File: src/design/metp_pkg.sv
`timescale 1ns / 1ps

package metp_pkg;

    // Default sizes of the fixed-point format and the screen coordinates
    localparam int FRAC_BITS_DEF   = 24;
    localparam int SCREEN_BITS_DEF = 12;

    // Fixed widths of the value format, products, counter, step, escape limit and config port
    localparam int Q_W     = 32;
    localparam int PROD_W  = 64;
    localparam int COUNT_W = 16;
    localparam int STEP_W  = 31;
    localparam int LIMIT_W = 31;
    localparam int CFG_IDX_W  = 3;
    localparam int CFG_DATA_W = 32;

    // Register reset values
    localparam logic [Q_W-1:0]     CENTER_RE_RST  = 32'd0;
    localparam logic [Q_W-1:0]     CENTER_IM_RST  = 32'd0;
    localparam logic [STEP_W-1:0]  PIXEL_STEP_RST = 31'd83886;
    localparam logic [LIMIT_W-1:0] ESC_LIMIT_RST  = 31'd1677721600;
    localparam logic [COUNT_W-1:0] ITER_LIMIT_RST = 16'd256;
    localparam int                 SCREEN_W_RST   = 800;
    localparam int                 SCREEN_H_RST   = 600;

    // Configuration register indexes
    typedef enum logic [CFG_IDX_W-1:0] {
        REG_CENTER_RE  = 3'd0,
        REG_CENTER_IM  = 3'd1,
        REG_PIXEL_STEP = 3'd2,
        REG_ESC_LIMIT  = 3'd3,
        REG_ITER_LIMIT = 3'd4,
        REG_SCREEN_W   = 3'd5,
        REG_SCREEN_H   = 3'd6
    } t_reg_idx;

    // Commands from the controller to the datapath
    typedef struct packed {
        logic load;      // capture the pixel position
        logic map_mul;   // form offset times pixel step
        logic map_add;   // add center, start z = c, count = 1
        logic square;    // form x*x, y*y, x*y
        logic update;    // write next z, advance count
        logic load_out;  // capture the result into the output register
    } t_dp_cmd;

    // Status from the datapath to the controller
    typedef struct packed {
        logic cont;      // point still inside and count below limit
    } t_dp_stat;

    // Saturate a 64-bit signed value to the 32-bit signed range
    function automatic logic signed [Q_W-1:0] sat_q(input logic signed [PROD_W-1:0] v);
        logic signed [PROD_W-1:0] hi;
        logic signed [PROD_W-1:0] lo;
        hi = 64'sd2147483647;
        lo = -64'sd2147483648;
        if (v > hi) begin
            return 32'sh7fffffff;
        end else if (v < lo) begin
            return 32'sh80000000;
        end
        return v[Q_W-1:0];
    endfunction

endpackage

File: src/design/metp_regs.sv
`timescale 1ns / 1ps

module metp_regs
    import metp_pkg::*;
#(
    parameter int SCREEN_BITS = SCREEN_BITS_DEF
) (
    input  logic                        i_clk,
    input  logic                        i_rst_n,
    input  logic                        i_cfg_valid,
    input  logic [CFG_IDX_W-1:0]        i_cfg_index,
    input  logic [CFG_DATA_W-1:0]       i_cfg_data,
    output logic signed [Q_W-1:0]       o_center_re,
    output logic signed [Q_W-1:0]       o_center_im,
    output logic [STEP_W-1:0]           o_pixel_step,
    output logic [LIMIT_W-1:0]          o_escape_limit,
    output logic [COUNT_W-1:0]          o_iteration_limit,
    output logic [SCREEN_BITS:0]        o_screen_width,
    output logic [SCREEN_BITS:0]        o_screen_height
);

    logic signed [Q_W-1:0] r_center_re;
    logic signed [Q_W-1:0] r_center_im;
    logic [STEP_W-1:0]     r_pixel_step;
    logic [LIMIT_W-1:0]    r_escape_limit;
    logic [COUNT_W-1:0]    r_iteration_limit;
    logic [SCREEN_BITS:0]  r_screen_width;
    logic [SCREEN_BITS:0]  r_screen_height;

    // Write the addressed register; drop writes beyond the list
    always_ff @(posedge i_clk) begin
        if (!i_rst_n) begin
            r_center_re       <= CENTER_RE_RST;
            r_center_im       <= CENTER_IM_RST;
            r_pixel_step      <= PIXEL_STEP_RST;
            r_escape_limit    <= ESC_LIMIT_RST;
            r_iteration_limit <= ITER_LIMIT_RST;
            r_screen_width    <= (SCREEN_BITS+1)'(SCREEN_W_RST);
            r_screen_height   <= (SCREEN_BITS+1)'(SCREEN_H_RST);
        end else if (i_cfg_valid) begin
            case (t_reg_idx'(i_cfg_index))
                REG_CENTER_RE:  r_center_re       <= i_cfg_data;
                REG_CENTER_IM:  r_center_im       <= i_cfg_data;
                REG_PIXEL_STEP: r_pixel_step      <= i_cfg_data[STEP_W-1:0];
                REG_ESC_LIMIT:  r_escape_limit    <= i_cfg_data[LIMIT_W-1:0];
                REG_ITER_LIMIT: r_iteration_limit <= i_cfg_data[COUNT_W-1:0];
                REG_SCREEN_W:   r_screen_width    <= i_cfg_data[SCREEN_BITS:0];
                REG_SCREEN_H:   r_screen_height   <= i_cfg_data[SCREEN_BITS:0];
                default: ;
            endcase
        end
    end

    assign o_center_re       = r_center_re;
    assign o_center_im       = r_center_im;
    assign o_pixel_step      = r_pixel_step;
    assign o_escape_limit    = r_escape_limit;
    assign o_iteration_limit = r_iteration_limit;
    assign o_screen_width    = r_screen_width;
    assign o_screen_height   = r_screen_height;

endmodule

File: config.mk
export PLATFORM = sky130hd
export DESIGN_NAME = metp_regs
export DESIGN_NICKNAME = d
export VERILOG_FILES = /design/src/design/metp_pkg.sv /design/src/design/metp_regs.sv
export SDC_FILE = /design/constraint.sdc
export NUM_CORES = 1
export LEC_CHECK = 0
export ABC_AREA = 1
export CAP_MARGIN = 20
export CELL_PAD_IN_SITES_DETAIL_PLACEMENT = 1
export CELL_PAD_IN_SITES_GLOBAL_PLACEMENT = 1
export CORE_MARGIN = 2
export CORE_UTILIZATION = 40
export DETAILED_ROUTE_END_ITERATION = 12
export DONT_BUFFER_PORTS = 1
export PLACE_DENSITY = 0.7
export SYNTH_ARGS = -nofsm -noshare
export SYNTH_HDL_FRONTEND = slang
export SYNTH_SLANG_ARGS = --single-unit
File: constraint.sdc
create_clock -name i_clk -period 2.4 [get_ports i_clk]
set_clock_uncertainty 0.1 [all_clocks]
set_input_delay 0.36 -clock i_clk [delete_from_list [all_inputs] [get_ports i_clk]]
set_output_delay 0.36 -clock i_clk [all_outputs]
set_load 0.005 [all_outputs]
# Word level (Yosys, flattened, before mapping)
# Index checks and enable logic that the tools add are counted.
# word_totals
elab_cells	21
output_inout_bits	168
register_bits	168
# op_classes
eq_ne	6
reduce_logical	8
# op_table
operator	count
2-bit AND reduction	7
3-bit == test, second input constant	3
3-bit by 2-bit == test with 1-bit output, second input constant	2
3-bit by 1-bit == test with 1-bit output, second input constant	1
3-bit zero test	1

# Logic depth before layout (Yosys ltp)
# logic_depth
ltp_word	2
mapped_depth	7
ltp_nobuf	5

# Least setup slack after synthesis
# Ideal clock, no wire load.
# synth_path
kind	input-to-reg
startpoint	input port i_cfg_valid
endpoint	register r_center_re[12], in the netlist o_center_re[12]
setup_ns	0.113
arrival_time_ns	1.051
t_required_ns	2.187
path_stages	7
setup_slack_ns	1.136
path_cell_list	inv_1 nor2_2 buf_4 buf_2 nand3_1 nand2_1 nor2_1
# synth_via
elab_chain_cells	1
# synth_lines
element	line_no	text
start: declaration	metp_regs.sv:10	input logic i_cfg_valid,
2-bit AND reduction (no source line)	--	
end signal: assignment	metp_regs.sv:42	REG_CENTER_RE: r_center_re <= i_cfg_data;
end: declaration	metp_regs.sv:22	logic signed [Q_W-1:0] r_center_re;
# Every way passes these cells.
# A chain may end at the register's enable or synchronous reset.

# Worst setup path after layout
# layout_path
startpoint	input port i_cfg_index[1]
endpoint	register r_pixel_step[10], in the netlist o_pixel_step[10]
# layout_via
elab_chain_cells	2
# layout_lines
element	line_no	text
start: declaration	metp_regs.sv:11	input logic [CFG_IDX_W-1:0] i_cfg_index,
3-bit by 2-bit == test with 1-bit output	metp_regs.sv:41	case (t_reg_idx'(i_cfg_index))
2-bit AND reduction (no source line)	--	
end signal: assignment	metp_regs.sv:44	REG_PIXEL_STEP: r_pixel_step <= i_cfg_data[STEP_W-1:0];
end: declaration	metp_regs.sv:24	logic [STEP_W-1:0] r_pixel_step;
# Every way passes these cells.

==> results.py <==
metrics = {
    "run_status": {
        "status": "complete, no violations",
    },
    "critical_path": {
        "end_kind": "flip-flop",
        "cp_common_cell": "nand2_1",
        "critPathLaunchType": "input port",
        "path_cells": "inv_2, nor2_4, nand2_1, nand2_1, nand3_1, dlygate4sd3_1",
        "cp.required_ns": 2.61,
        "path_buf_inv": 2,
        "cpLargestDelayFamily": "simple AND/OR/NAND/NOR gates",
        "slowest_delay_ns": 0.56,
        "critPathMaxFanout": 19,
        "crit_type": "in -> reg",
        "slowest_stage": "dlygate4sd3_1",
        "worstPathArrival_ns": 2.02,
    },
    "routing": {
        "routed_wl_um": 22600,
        "drt-initial-drc-count": 318,
        "ant_nets": 0,
        "dr_total_vias": 6170,
        "routedWlPerCell_um": 18.8,
        "drt_first_pass_iters": 5,
        "drc": 0,
        "vias_per_cell": 5.15,
    },
    "global_routing": {
        "grt.overflow.total": 0,
        "grt_max_degree": 115,
        "antenna_found_initial": 0,
        "track_usage": 0.258,
        "grt_pass1_vias": 6420,
        "grt_pass1_wl_um": 35300,
    },
    "synth": {
        "synth_edf_count": 0,
        "syn_area_per_cell_sq_um": 6.98,
        "synth_area_leaders": "dfxtp_1, nor2_1, nand3_1",
        "synth_top_area_share": 0.511,
        "synth_nets": 980,
        "synth-main-ff-cell": "dfxtp_1",
        "synthesis.area_sq_mm": 0.00658,
        "synth_seq_area_share": 0.511,
        "synthTopCellsByCount": "nor2_1, nand2_1, dfxtp_1, nand3_1, buf_2",
        "ys_types": 13,
        "yosysMostFrequentCell": "nor2_1",
        "yosys.area.top_type": "dfxtp_1",
        "ys_async_sr_fraction": 0,
        "ys_ff_latch": 168,
        "synth_warnings": 0,
        "synthesis.instances": 942,
    },
    "sta": {
        "period_needed_ns": 1.82,
        "report.final.slew_viol_count": 0,
        "fin_tns_setup_ns": 0,
        "period_share": 0.757,
        "setup_viol": 0,
        "max_freq_mhz": 551,
        "finalHoldViolations": 0,
        "max-slew-margin-rel": 0.553,
        "worstMarginPinSlew_ns": 0.669,
        "grt_setup_unrepaired": "no",
    },
    "clock_network": {
        "cts_made_buffers": 17,
        "clk_pin_slew_ns": 0.06,
        "cts-root-buf": "clkbuf_16",
        "cts.sinks": 168,
        "cts_tree": "built",
        "worst_skew_pair.late_latency_ns": 0.42,
        "clockBufferDepth": 2,
        "htree_levels": 4,
    },
    "flow_run": {
        "drv_cap": 0,
    },
    "hold_path": {
        "min_path_type": "in -> reg",
    },
    "pwr": {
        "leakage_nw": 3.33,
        "p_per_area_mw_per_mm2": 791,
        "vdd_drop_max_uv": 483,
    },
    "placement": {
        "dpl.hpwl_um": 14400,
        "port_buffers": 0,
        "place_area_sq_mm": 0.00668,
        "place_congestion": 0.786,
    },
    "die": {
        "die_x_um": 132,
        "io_pins": 206,
        "core_sq_mm": 0.0160,
        "rows": 46,
        "die_y_um": 132,
        "die_area_sq_mm": 0.0175,
        "initial_core_util": 0.411,
    },
    "final_layout": {
        "nFillCells": 2052,
        "area_delta_synth_final_pct": 20.5,
        "n_antenna_cell": 0,
        "layout-drive-gt1-share": 0.0530,
        "final_area_sq_mm": 0.00792,
        "nNetsFinal": 1008,
    },
}
## final timing paths
path	startpoint	end	slack [ns]	cells after the start
max	i_cfg_index[1]	o_pixel_step[10]	0.58	6
min	i_cfg_data[26]	o_pixel_step[26]	0.13	4
max reg2reg	o_iteration_limit[8]	o_iteration_limit[8]	1.11	3
min reg2reg	o_escape_limit[15]	o_escape_limit[15]	0.40	2
## kinds of logic (layout without fill, tap and decap cells)
kind of cell,after synthesis,count (layout),share of synthesized area
compound gates,1,1,0.000760
buf+inv,102,142,0.0691
flops,168,168,0.511
simple gates,671,671,0.419
## where the power goes
group          total (mW)  internal, mW  switching (mW)
clock                2.75          1.67            1.08
combinational       0.538         0.198           0.340
sequential           2.98          2.89          0.0870
total                6.26          4.75            1.51
## placed cells by master, fill, tap and decap left out, types with 3 or more instances in the layout
cell type        n
dlygate4sd3_1   62
nor2_2           5
buf_12           3
buf_4            7
inv_1           36
nand3_1        168
nor2_4           6
clkbuf_16       17
dfxtp_1        168
nor2_1         294
clkbuf_1         3
clkbuf_8         5
nand2_1        198
## layout make-up
| cell class | instances | area [sq um] | area share |
|---|---|---|---|
| Timing Repair Buffer | 73 | 761 | 0.0960 |
| Clock buffer | 25 | 505 | 0.0638 |
| Clock inverter | 6 | 88.8 | 0.0112 |
| Multi-Input combinational cell | 672 | 2790 | 0.352 |
| Sequential cell | 168 | 3360 | 0.425 |
| Inverter | 38 | 143 | 0.0180 |
| Tap cell | 216 | 270 | 0.0341 |
## layer usage
layer	part of all wire	wire, um	vias to the layer above	GRT usage
li1	-	-	2990	-
met1	0.40	9000	2965	0.288
met2	0.50	11300	186	0.452
met3	0.080	1810	29	0.0946
met4	0.022	501	0	0.0926
met5	0	0	-	0
## tightest hold or removal path: stages
cell	delay (ns)
inv_1	0.04
nand3_1	0.08
nand2_1	0.05
nor2_1	0.07
## state kept, by name, indices dropped and copies added (netlist names)
| name | flops |
|---|---|
| o_pixel_step | 31 |
| o_escape_limit | 31 |
| o_center_re | 32 |
| o_screen_width | 13 |
| o_center_im | 32 |
| o_iteration_limit | 16 |
| o_screen_height | 13 |
## stage by stage
stage / utilization / power (mW) / hold WS [ns] / setup slack, ns / cells
floorplan: - / 3.36 / 0.353 / 1.14 / 942
global placement: 0.418 / 3.44 / 0.357 / 0.795 / 1104
detailed placement: 0.418 / 3.46 / 0.359 / 0.729 / 1104
CTS: 0.495 / 6.30 / 0.112 / 0.641 / 1198
global route: 0.495 / 6.50 / 0.146 / 0.463 / 1198
finish: 0.495 / 6.26 / 0.127 / 0.584 / 1198
## repair_timing
item	in CTS	in global routing
endpoints found under the hold margin	162	0
setup buffers	0	0
gates resized for setup	0	0
hold buffers	63	0
Power figures use the tool's default switching activity.
