**src/design/metp_pkg.sv**
```systemverilog
`timescale 1ns / 1ps

package metp_pkg;

    // Default sizes of the fixed-point format and the screen coordinates
    localparam int FRAC_BITS_DEF   = 24;
    localparam int SCREEN_BITS_DEF = 12;

    // Fixed widths of the value format, products, counter, step, escape limit and config port
    localparam int Q_W     = 32;
    localparam int PROD_W  = 64;
    localparam int COUNT_W = 16;
    localparam int STEP_W  = 31;
    localparam int LIMIT_W = 31;
    localparam int CFG_IDX_W  = 3;
    localparam int CFG_DATA_W = 32;

    // Register reset values
    localparam logic [Q_W-1:0]     CENTER_RE_RST  = 32'd0;
    localparam logic [Q_W-1:0]     CENTER_IM_RST  = 32'd0;
    localparam logic [STEP_W-1:0]  PIXEL_STEP_RST = 31'd83886;
    localparam logic [LIMIT_W-1:0] ESC_LIMIT_RST  = 31'd1677721600;
    localparam logic [COUNT_W-1:0] ITER_LIMIT_RST = 16'd256;
    localparam int                 SCREEN_W_RST   = 800;
    localparam int                 SCREEN_H_RST   = 600;

    // Configuration register indexes
    typedef enum logic [CFG_IDX_W-1:0] {
        REG_CENTER_RE  = 3'd0,
        REG_CENTER_IM  = 3'd1,
        REG_PIXEL_STEP = 3'd2,
        REG_ESC_LIMIT  = 3'd3,
        REG_ITER_LIMIT = 3'd4,
        REG_SCREEN_W   = 3'd5,
        REG_SCREEN_H   = 3'd6
    } t_reg_idx;

    // Commands from the controller to the datapath
    typedef struct packed {
        logic load;      // capture the pixel position
        logic map_mul;   // form offset times pixel step
        logic map_add;   // add center, start z = c, count = 1
        logic square;    // form x*x, y*y, x*y
        logic update;    // write next z, advance count
        logic load_out;  // capture the result into the output register
    } t_dp_cmd;

    // Status from the datapath to the controller
    typedef struct packed {
        logic cont;      // point still inside and count below limit
    } t_dp_stat;

    // Saturate a 64-bit signed value to the 32-bit signed range
    function automatic logic signed [Q_W-1:0] sat_q(input logic signed [PROD_W-1:0] v);
        logic signed [PROD_W-1:0] hi;
        logic signed [PROD_W-1:0] lo;
        hi = 64'sd2147483647;
        lo = -64'sd2147483648;
        if (v > hi) begin
            return 32'sh7fffffff;
        end else if (v < lo) begin
            return 32'sh80000000;
        end
        return v[Q_W-1:0];
    endfunction

endpackage

```
**src/design/metp_ctrl.sv**
```systemverilog
`timescale 1ns / 1ps

module metp_ctrl
    import metp_pkg::*;
(
    input  logic     i_clk,
    input  logic     i_rst_n,
    input  logic     i_valid,
    output logic     o_stall,
    output logic     o_valid,
    input  logic     i_stall,
    output t_dp_cmd  o_cmd,
    input  t_dp_stat i_stat
);

    typedef enum logic [5:0] {
        S_IDLE    = 6'b000001,
        S_MAP_MUL = 6'b000010,
        S_MAP_ADD = 6'b000100,
        S_SQUARE  = 6'b001000,
        S_CHECK   = 6'b010000,
        S_HOLD    = 6'b100000
    } t_state;

    t_state r_state;
    t_state n_state;
    logic   r_out_valid;
    logic   n_out_valid;
    logic   w_out_free;

    // Output register can take a result when empty or being drained
    assign w_out_free = !r_out_valid || !i_stall;

    always_comb begin
        n_state = r_state;
        o_cmd   = '0;
        case (r_state)
            S_IDLE: begin
                if (i_valid) begin
                    o_cmd.load = 1'b1;
                    n_state    = S_MAP_MUL;
                end
            end
            S_MAP_MUL: begin
                o_cmd.map_mul = 1'b1;
                n_state       = S_MAP_ADD;
            end
            S_MAP_ADD: begin
                o_cmd.map_add = 1'b1;
                n_state       = S_SQUARE;
            end
            S_SQUARE: begin
                o_cmd.square = 1'b1;
                n_state      = S_CHECK;
            end
            S_CHECK: begin
                if (i_stat.cont) begin
                    o_cmd.update = 1'b1;
                    n_state      = S_SQUARE;
                end else if (w_out_free) begin
                    o_cmd.load_out = 1'b1;
                    n_state        = S_IDLE;
                end else begin
                    n_state = S_HOLD;
                end
            end
            S_HOLD: begin
                // Products stay put, so the result is still at hand
                if (w_out_free) begin
                    o_cmd.load_out = 1'b1;
                    n_state        = S_IDLE;
                end
            end
            default: begin
                n_state = S_IDLE;
            end
        endcase
    end

    // Set on a new result, clear once the receiver takes it
    assign n_out_valid = o_cmd.load_out || (r_out_valid && i_stall);

    always_ff @(posedge i_clk) begin
        if (!i_rst_n) begin
            r_state     <= S_IDLE;
            r_out_valid <= 1'b0;
        end else begin
            r_state     <= n_state;
            r_out_valid <= n_out_valid;
        end
    end

    assign o_stall = (r_state != S_IDLE);
    assign o_valid = r_out_valid;

endmodule

```
**config.mk**
```make
export PLATFORM = sky130hd
export DESIGN_NAME = metp_ctrl
export DESIGN_NICKNAME = d
export VERILOG_FILES = /design/src/design/metp_pkg.sv /design/src/design/metp_ctrl.sv
export SDC_FILE = /design/constraint.sdc
export NUM_CORES = 1
export LEC_CHECK = 0
export BUFFER_PORTS_ARGS = -buffer_cell sky130_fd_sc_hd__buf_2
export CAP_MARGIN = 20
export CELL_PAD_IN_SITES_DETAIL_PLACEMENT = 1
export CELL_PAD_IN_SITES_GLOBAL_PLACEMENT = 1
export CORE_MARGIN = 2
export CORE_UTILIZATION = 30
export DETAILED_ROUTE_END_ITERATION = 12
export PLACE_DENSITY = 0.65
export SYNTH_ARGS = -nofsm -noshare
export SYNTH_HDL_FRONTEND = slang
export SYNTH_SLANG_ARGS = --single-unit
```
**constraint.sdc**
```tcl
create_clock -name i_clk -period 1.29 [get_ports i_clk]
set_clock_uncertainty 0.15 [all_clocks]
set_input_delay 0 -clock i_clk [delete_from_list [all_inputs] [get_ports i_clk]]
set_output_delay 0 -clock i_clk [all_outputs]
set_load 0.005 [all_outputs]
```
Word level (Yosys, flattened, before mapping)
Cells that the tools add are included.
- register bits: 7
- output and inout port bits: 8
- equal/unequal tests: 9
- mux-type cells: 15
- reduce and logical (&&, ||, !) cells: 6
- operator list (operator ; number):
    6-bit case mux with 6 select lines ; 1
    6-bit 2-to-1 mux ; 4
    1-bit 2-to-1 mux ; 9
    6-bit by 1-bit == test with 1-bit output, second input constant ; 1
    6-bit by 2-bit == test with 1-bit output, second input constant ; 1
    6-bit by 3-bit == test with 1-bit output, second input constant ; 1
    6-bit by 4-bit == test with 1-bit output, second input constant ; 1
    6-bit by 5-bit == test with 1-bit output, second input constant ; 1
    6-bit == test, second input constant ; 1
    6-bit by 1-bit != test with 1-bit output, second input constant ; 1
    2-bit != test, second input constant ; 2
    1-bit zero test ; 2
    1-bit logical OR ; 2
    1-bit case mux with 2 select lines ; 1
    2-bit AND reduction ; 1
    1-bit logical AND ; 1

Longest topological paths before layout
Gate-level depths: netlist (run 1).
- depth in word-level cells: 6
- depth in mapped cells: 4
- depth with buffers taken out: 4

Worst setup path after synthesis (run 1)
No wires, ideal clock.
- path kind: reg2reg
- start point: register r_state[4]
- end point: register r_state[3]
- data arrival time: 1.110 ns
- data required time: 1.021 ns
- slack: -0.089 ns
- stages on the path, launching flop included: 5
- path buffers: 0
- cell sequence: dfxtp_1 nor4_2 nand3b_1 o21a_1 o221a_2
- cells in the longest elaborated chain, start to end: 3
- RTL lines (element ; line ; RTL):
    start: declaration ; metp_ctrl.sv:25 ; t_state r_state;
    start signal: assignment ; metp_ctrl.sv:88 ; r_state <= n_state;
    6-bit == test or 6-bit by 1-bit == test with 1-bit output (tied branches) ; metp_ctrl.sv:37 ; case (r_state)
    2-bit != test (no line) ; n/a ;
    2-bit AND reduction (no line) ; n/a ;
Several ways; a longest one is shown, not always the timed one.
A chain may end at the register's enable or synchronous reset.

==> results of run 1 <==
## cells in the mapped netlist, drive strengths merged
master	count
nand3b	2
nand2	2
and4b	2
nand3	2
a21oi	3
or2b	2
o21a	1
o211a	2
nor2	4
nor3	1
o21ai	3
xor2	1
o211ai	2
and2	1
a21boi	1
dfxtp	7
and3b	1
inv	1
nor3b	1
o221a	1
nor4	2
## per-layer routing
layer  global-route usage  vias up  wire length [um]
met5                    0        -                 0
met4               0.1466        0                 0
met3              0.03333        0                19
met2               0.4113        5               866
met1               0.2181      215               637
li1                     -      234                 -
## what timing repair did
item	in CTS	in global routing
pin swaps	11	5
resized for setup	20	3
setup buffers	6	3
setup endpoints to repair	14	14
hold endpoints to repair	6	1
## per-stage QoR
step	setup slack, ps	util	setup TNS (ps)	power (uW)	cell area [um^2]
final	-305.4	0.5904	-2556	623.8	739.5
after global routing	-382.4	0.5904	-3506	655.5	739.5
after CTS	-285.8	0.5604	-2354	608.8	701.9
after detailed placement	-165.8	0.4236	-796.6	350.2	530.5
after global placement	-112.0	0.4236	-465.8	347.2	530.5
after floorplan	-70.74	-	-215.4	296.3	399.1
## logic make-up after synthesis
family,Yosys count,share of synthesized area
simple gates,20,0.3770
buf+inv,1,0.009575
compound gates,13,0.2332
xor+xnor,1,0.02237
flops,7,0.3578
## flip-flops by register name, indices dropped and copies added (netlist names)
signal   flops
r_state      6
o_valid      1
## worst max-delay path, stage by stage (launching register included)
cell and delay (ps):
dfxtp_4 360, buf_6 110, or2b_1 210, o21ai_1 150, nand2_1 110, a21oi_1 130
buf_2 120
## final cells by class
| cell class | count | area, um^2 |
|---|---|---|
| fillers | 147 | 513.0 |
| clock buffers | 4 | 26.28 |
| flip-flops and latches | 7 | 151.4 |
| repair buffers | 31 | 241.5 |
| inverters | 1 | 3.754 |
| well taps | 15 | 18.77 |
| multi-input cells | 34 | 297.8 |
## how the worst max path moves through the flow
stage	start	depth (start not counted)	endpoint
final	r_state[5]$_SDFFE_PN0P_	6	o_cmd[0]
after global placement	r_state[4]$_SDFFE_PN0P_	4	r_state[2]$_SDFFE_PN0P_
after detailed placement	r_state[4]$_SDFFE_PN0P_	4	r_state[2]$_SDFFE_PN0P_
after CTS	r_state[5]$_SDFFE_PN0P_	6	o_cmd[0]
after global routing	r_state[5]$_SDFFE_PN0P_	6	o_cmd[0]
after floorplan	r_state[4]$_SDFFE_PN0P_	4	r_state[3]$_SDFFE_PN0P_
## report_power, final
part	switching, uW	internal (uW)
Sequential	11.1	222
Clock	82.6	118
Combinational	76.9	113
Total	171	453
==> reports/qor.csv, run 1 <==
stage;metric;value;unit
worst_setup_path;FF-to-FF End;r_state[3]$_SDFFE_PN0P_;
min_path;Hold EP;r_state[5]$_SDFFE_PN0P_;
worst_setup_path;R2R cell count;5;
sta;normalized max-slew margin;0.7830;
yosys;YS warnings;0;
worst_setup_path;Critical R2R Launch;r_state[5]$_SDFFE_PN0P_;
pwr;Lkg Pwr;0.0003402;uW
yosys;Post-Synthesis Net Count;47;
worst_setup_path;WP data required;1140;ps
run_status;status;complete, but fails checks;
worst_setup_path;worst setup path class;flop to output port;
worst_setup_path;CP max FO;4;
pwr;worst vdd ir;0.4934;mV
placement;cell count after placement;76;
layout;Synth-to-Final Area Change;88.82;%
layout;final std cells w/o fill;92;
cts;Root Driver;clkbuf_4;
drt;Iteration-0 DRC Markers;6;
die;die area;0.001610;mm^2
sta;Worst Setup Slack, final;-305.4;ps
sta;Slew Viols, Final;0;
yosys;cell area after synthesis;391.6;um^2
cts;htree depth;1;
placement;DP HPWL;816.4;um
global_routing;first-pass GRT wire length;2132;um
sta;RSZ-0062 raised after global routing;true;
run;Max Cap Viol;0;
worst_setup_path;crit end category;output port;
layout;Antenna diodes;0;
run_status;failing checks;hold timing, setup timing;
die;IO Pins;13;
drt;Vias/cell;4.935;
drt;routed wire length;1523;um
global_routing;largest net degree at the start of global routing;7;
yosys;flip-flop and latch count after synthesis;7;
die;Core Area;0.001252;mm^2
cts;Worst-Skew Late Latency;250;ps
yosys;Avg Cell Area, Syn;9.324;um^2
yosys;Synth area leaders;dfxtp_1, nor4_4, o211a_1;
sta;min cycle time layout;1595;ps
worst_setup_path;critical path arrival;1450;ps
global_routing;total grt overflow;0;
worst_setup_path;crit start category;flop;
yosys;sequential fraction of the synthesis area;0.3578;
layout;most common library cell in the layout ignoring fill and taps;buf_4;
die;Die W;40.13;um
die;# rows;13;
cts;total clock buffers created by CTS;3;
worst_setup_path;worst reg2reg setup slack;-260;ps
sta;Final setup viols;13;
placement;Final Wtd Congestion;0.8635;
layout;commonest non-fill, non-tap cells in the layout;buf_4, buf_2, buf_6;
drt;TritonRoute pass-1 iters;3;
cts;hold buffers post-CTS;3;
sta;Max Freq;626.8;MHz
min_path;HP Start;i_stat;
cts;CTS Buffer Depth;2;
sta;WHS;-29.37;ps
pwr;power density over cell area;843.5;mW/mm^2
drt;remaining antenna violation count;0;
cts;CTS tree;built;
drt;WL/cell;16.55;um
layout;nets;83;
layout;share of layout cells above drive strength 1;0.6364;
min_path;hold depth;4;
min_path;Hold WC Path Type;primary input to flop;
cts;CTS sink cnt;7;
sta;Worst-Margin Slew;323.1;ps
yosys;Yosys cell types;24;
die;Initial Util;0.3127;
die;Die H;40.13;um
drt;total number of vias;454;
yosys;Syn Inst Count;42;
yosys;Synth top area share;0.3578;
global_routing;initial antenna violation count;0;
sta;period utilization;1.237;
yosys;largest area contributor in the netlist;dfxtp_1;
global_routing;gr usage total;0.2194;
cts;clk slew on worst S/H paths;60;ps
sta;Final Hold Fails;1;
global_routing;vias in the first global route;461;
placement;port bufs;12;
drt;DRC errors left;0;
(Power assumes the default switching activity.)
==> run 2: changes to the inputs <==
--- a/config.mk
+++ b/config.mk
@@ -5,7 +5,7 @@
 export SDC_FILE = /design/constraint.sdc
 export NUM_CORES = 1
 export LEC_CHECK = 0
-export BUFFER_PORTS_ARGS = -buffer_cell sky130_fd_sc_hd__buf_2
+export BUFFER_PORTS_ARGS = -buffer_cell sky130_fd_sc_hd__buf_4
 export CAP_MARGIN = 20
 export CELL_PAD_IN_SITES_DETAIL_PLACEMENT = 1
 export CELL_PAD_IN_SITES_GLOBAL_PLACEMENT = 1
==> run 2 against run 1 <==
The flow still finishes with violations (hold timing, setup timing). Combinational power increased by 19%. First-iteration DRC count unchanged. Non-clock buffer count increased by 6. Critical path depth unchanged. Sequential share of layout area decreased by 3.1 points. Fmax decreased by 1.5%. Count of clock-buffer cells in the layout unchanged. Global-route usage increased by 3.3 points. Cell area increased by 20%. Largest power group unchanged.
==> reports/qor.csv, run 2 (synthesis results as in run 1) <==
stage;metric;value;unit;change
cts;CTS sink cnt;7;;unchanged
die;Core Area;0.001252;mm^2;unchanged
cts;clk slew on worst S/H paths;60;ps;about the same
global_routing;total grt overflow;0;;unchanged
worst_setup_path;crit start category;flop;;
die;Die W;40.13;um;unchanged
min_path;Hold EP;r_state[5]$_SDFFE_PN0P_;;
drt;WL/cell;19.43;um;+17%
worst_setup_path;WP data required;1140;ps;about the same
pwr;Lkg Pwr;0.0004276;uW;+26%
sta;RSZ-0062 raised after global routing;true;;
layout;nets;89;;+7.2%
drt;DRC errors left;0;;unchanged
drt;TritonRoute pass-1 iters;4;;+1
cts;Root Driver;clkbuf_4;;
global_routing;gr usage total;0.2523;;+0.03290
global_routing;first-pass GRT wire length;2525;um;+18%
run;Max Cap Viol;0;;unchanged
global_routing;vias in the first global route;523;;+13%
die;Die H;40.13;um;unchanged
worst_setup_path;crit path buf inv count;3;;+1
drt;routed wire length;1904;um;+25%
layout;Synth-to-Final Area Change;126.8;%;
die;# rows;13;;unchanged
placement;port bufs;12;;unchanged
sta;Slew Viols, Final;0;;unchanged
drt;Vias/cell;5.367;;+8.8%
worst_setup_path;Critical R2R Launch;r_state[1]$_SDFFE_PN0P_;;
worst_setup_path;worst setup path class;flop to output port;;
pwr;worst vdd ir;0.5066;mV;+2.7%
layout;most common library cell in the layout ignoring fill and taps;buf_4;;
cts;total clock buffers created by CTS;3;;unchanged
sta;Max Freq;617.1;MHz;-1.5%
worst_setup_path;Top Family by Delay on Critical Path;simple AND/OR/NAND/NOR gates;;
drt;total number of vias;526;;+16%
pwr;power density over cell area;760.8;mW/mm^2;-9.8%
sta;min cycle time layout;1620;ps;+25.06 ps
global_routing;initial antenna violation count;0;;unchanged
sta;normalized max-slew margin;0.7864;;+0.003429
worst_setup_path;delay of the slowest critical-path stage;360;ps;about the same
drt;remaining antenna violation count;0;;unchanged
global_routing;largest net degree at the start of global routing;7;;unchanged
min_path;hold depth;5;;+1
die;die area;0.001610;mm^2;unchanged
worst_setup_path;R2R cell count;7;;+2
die;IO Pins;13;;unchanged
run_status;failing checks;hold timing, setup timing;;
placement;placed cell areas;575.6;um^2;+8.5%
worst_setup_path;Stages on worst setup path;6;;unchanged
worst_setup_path;worst reg2reg setup slack;-290;ps;-30 ps
sta;Worst Setup Slack, final;-330.5;ps;-25.06 ps
run_status;status;complete, but fails checks;;
worst_setup_path;CP Cell Sequence;buf_12, nor2_4, nand3b_1, nor3_2, buf_4, buf_6;;
layout;share of layout cells above drive strength 1;0.7349;;+0.09858
cts;CTS tree;built;;
sta;Final setup viols;13;;unchanged
layout;Reg with most FFs;r_state;;
cts;htree depth;1;;unchanged
min_path;Hold WC Path Type;primary input to flop;;
die;Initial Util;0.3127;;unchanged
cts;CTS Buffer Depth;2;;unchanged
placement;DP HPWL;928.4;um;+14%
worst_setup_path;critical path arrival;1470;ps;+20 ps
drt;Iteration-0 DRC Markers;6;;unchanged
sta;WHS;-1.525;ps;+27.84 ps
sta;Worst-Margin Slew;320.0;ps;-3.154 ps
layout;Final Cell Area;888.4;um^2;+20%
min_path;HP Start;i_stat;;
placement;Final Wtd Congestion;0.8670;;+0.41%
cts;Worst-Skew Late Latency;260;ps;about the same
layout;Antenna diodes;0;;unchanged
worst_setup_path;slowest CP cell;dfxtp_4;;
layout;commonest non-fill, non-tap cells in the layout;buf_4, buf_6, nor2_4;;
sta;Final Hold Fails;1;;unchanged
worst_setup_path;FF-to-FF End;r_state[3]$_SDFFE_PN0P_;;
layout;max reg flops;6;;unchanged
worst_setup_path;crit end category;output port;;
sta;period utilization;1.256;;+0.01943
worst_setup_path;CP max FO;5;;+1
-- run 2: cell types whose count changed in the layout (fill, tap and decap cells not counted), sizes merged --
cell / before / now
buf: 28 / 34
-- run 2: stage by stage --
stage / TNS, ps / std cells / setup WS [ps] / util / power, uW
2_1_floorplan: -215.4 / 42 / -70.74 / - / 296.3
4_1_cts: -2096 / 92 / -239.5 / 0.6434 / 642.1
3_3_place_gp: -532.2 / 78 / -146.4 / 0.4595 / 359.9
3_5_place_dp: -912.0 / 78 / -185.1 / 0.4595 / 362.3
6_report: -2890 / 98 / -330.5 / 0.7093 / 675.8
5_1_grt: -3720 / 98 / -402.1 / 0.7093 / 718.3
-- run 2: cell type report --
cell class / instances / area (um^2)
repair buffers: 37 / 335.3
fillers: 128 / 364.1
flip-flops and latches: 7 / 153.9
multi-input cells: 34 / 350.3
inverters: 1 / 3.754
well taps: 15 / 18.77
clock buffers: 4 / 26.28
-- run 2: power breakdown --
group / internal [uW] / total [uW] / switching [uW]
clock: 119 / 217 / 97.9
sequential: 221 / 233 / 11.5
combinational: 136 / 226 / 90.2
-- run 2: worst max-delay path by stage --
| stage | startpoint | end | slack, ps |
|---|---|---|---|
| floorplan | r_state[4]$_SDFFE_PN0P_ | r_state[3]$_SDFFE_PN0P_ | -70 |
| global placement | r_state[1]$_SDFFE_PN0P_ | r_state[0]$_SDFFE_PN1P_ | -150 |
| CTS | r_state[1]$_SDFFE_PN0P_ | o_cmd[1] | -240 |
| finish | r_state[1]$_SDFFE_PN0P_ | o_cmd[3] | -330 |
| detailed placement | r_state[0]$_SDFFE_PN1P_ | r_state[3]$_SDFFE_PN0P_ | -190 |
| global route | r_state[1]$_SDFFE_PN0P_ | o_cmd[3] | -400 |
-- run 2: what timing repair did --
item                                    4_1_cts  5_1_grt
hold buffers                                  3        0
pin swaps                                    10        9
buffers inserted                              7        6
gates resized for setup                      30       10
endpoints found under the setup margin       13       14
hold endpoints to repair                      5        0
-- run 2: worst min-delay path, delay by kind of cell --
kind / cells / cell delay, ps
compound gates: 1 / 70
buf+inv: 2 / 200
simple gates: 2 / 100
-- run 2: metal layers --
layer  GRT usage  vias up  part of all wire
li1            -      246                 -
met1      0.2833      264              0.44
met2      0.4677       12              0.50
met3     0.06667        4             0.037
met4     0.05172        0             0.018
met5           0        -                 0
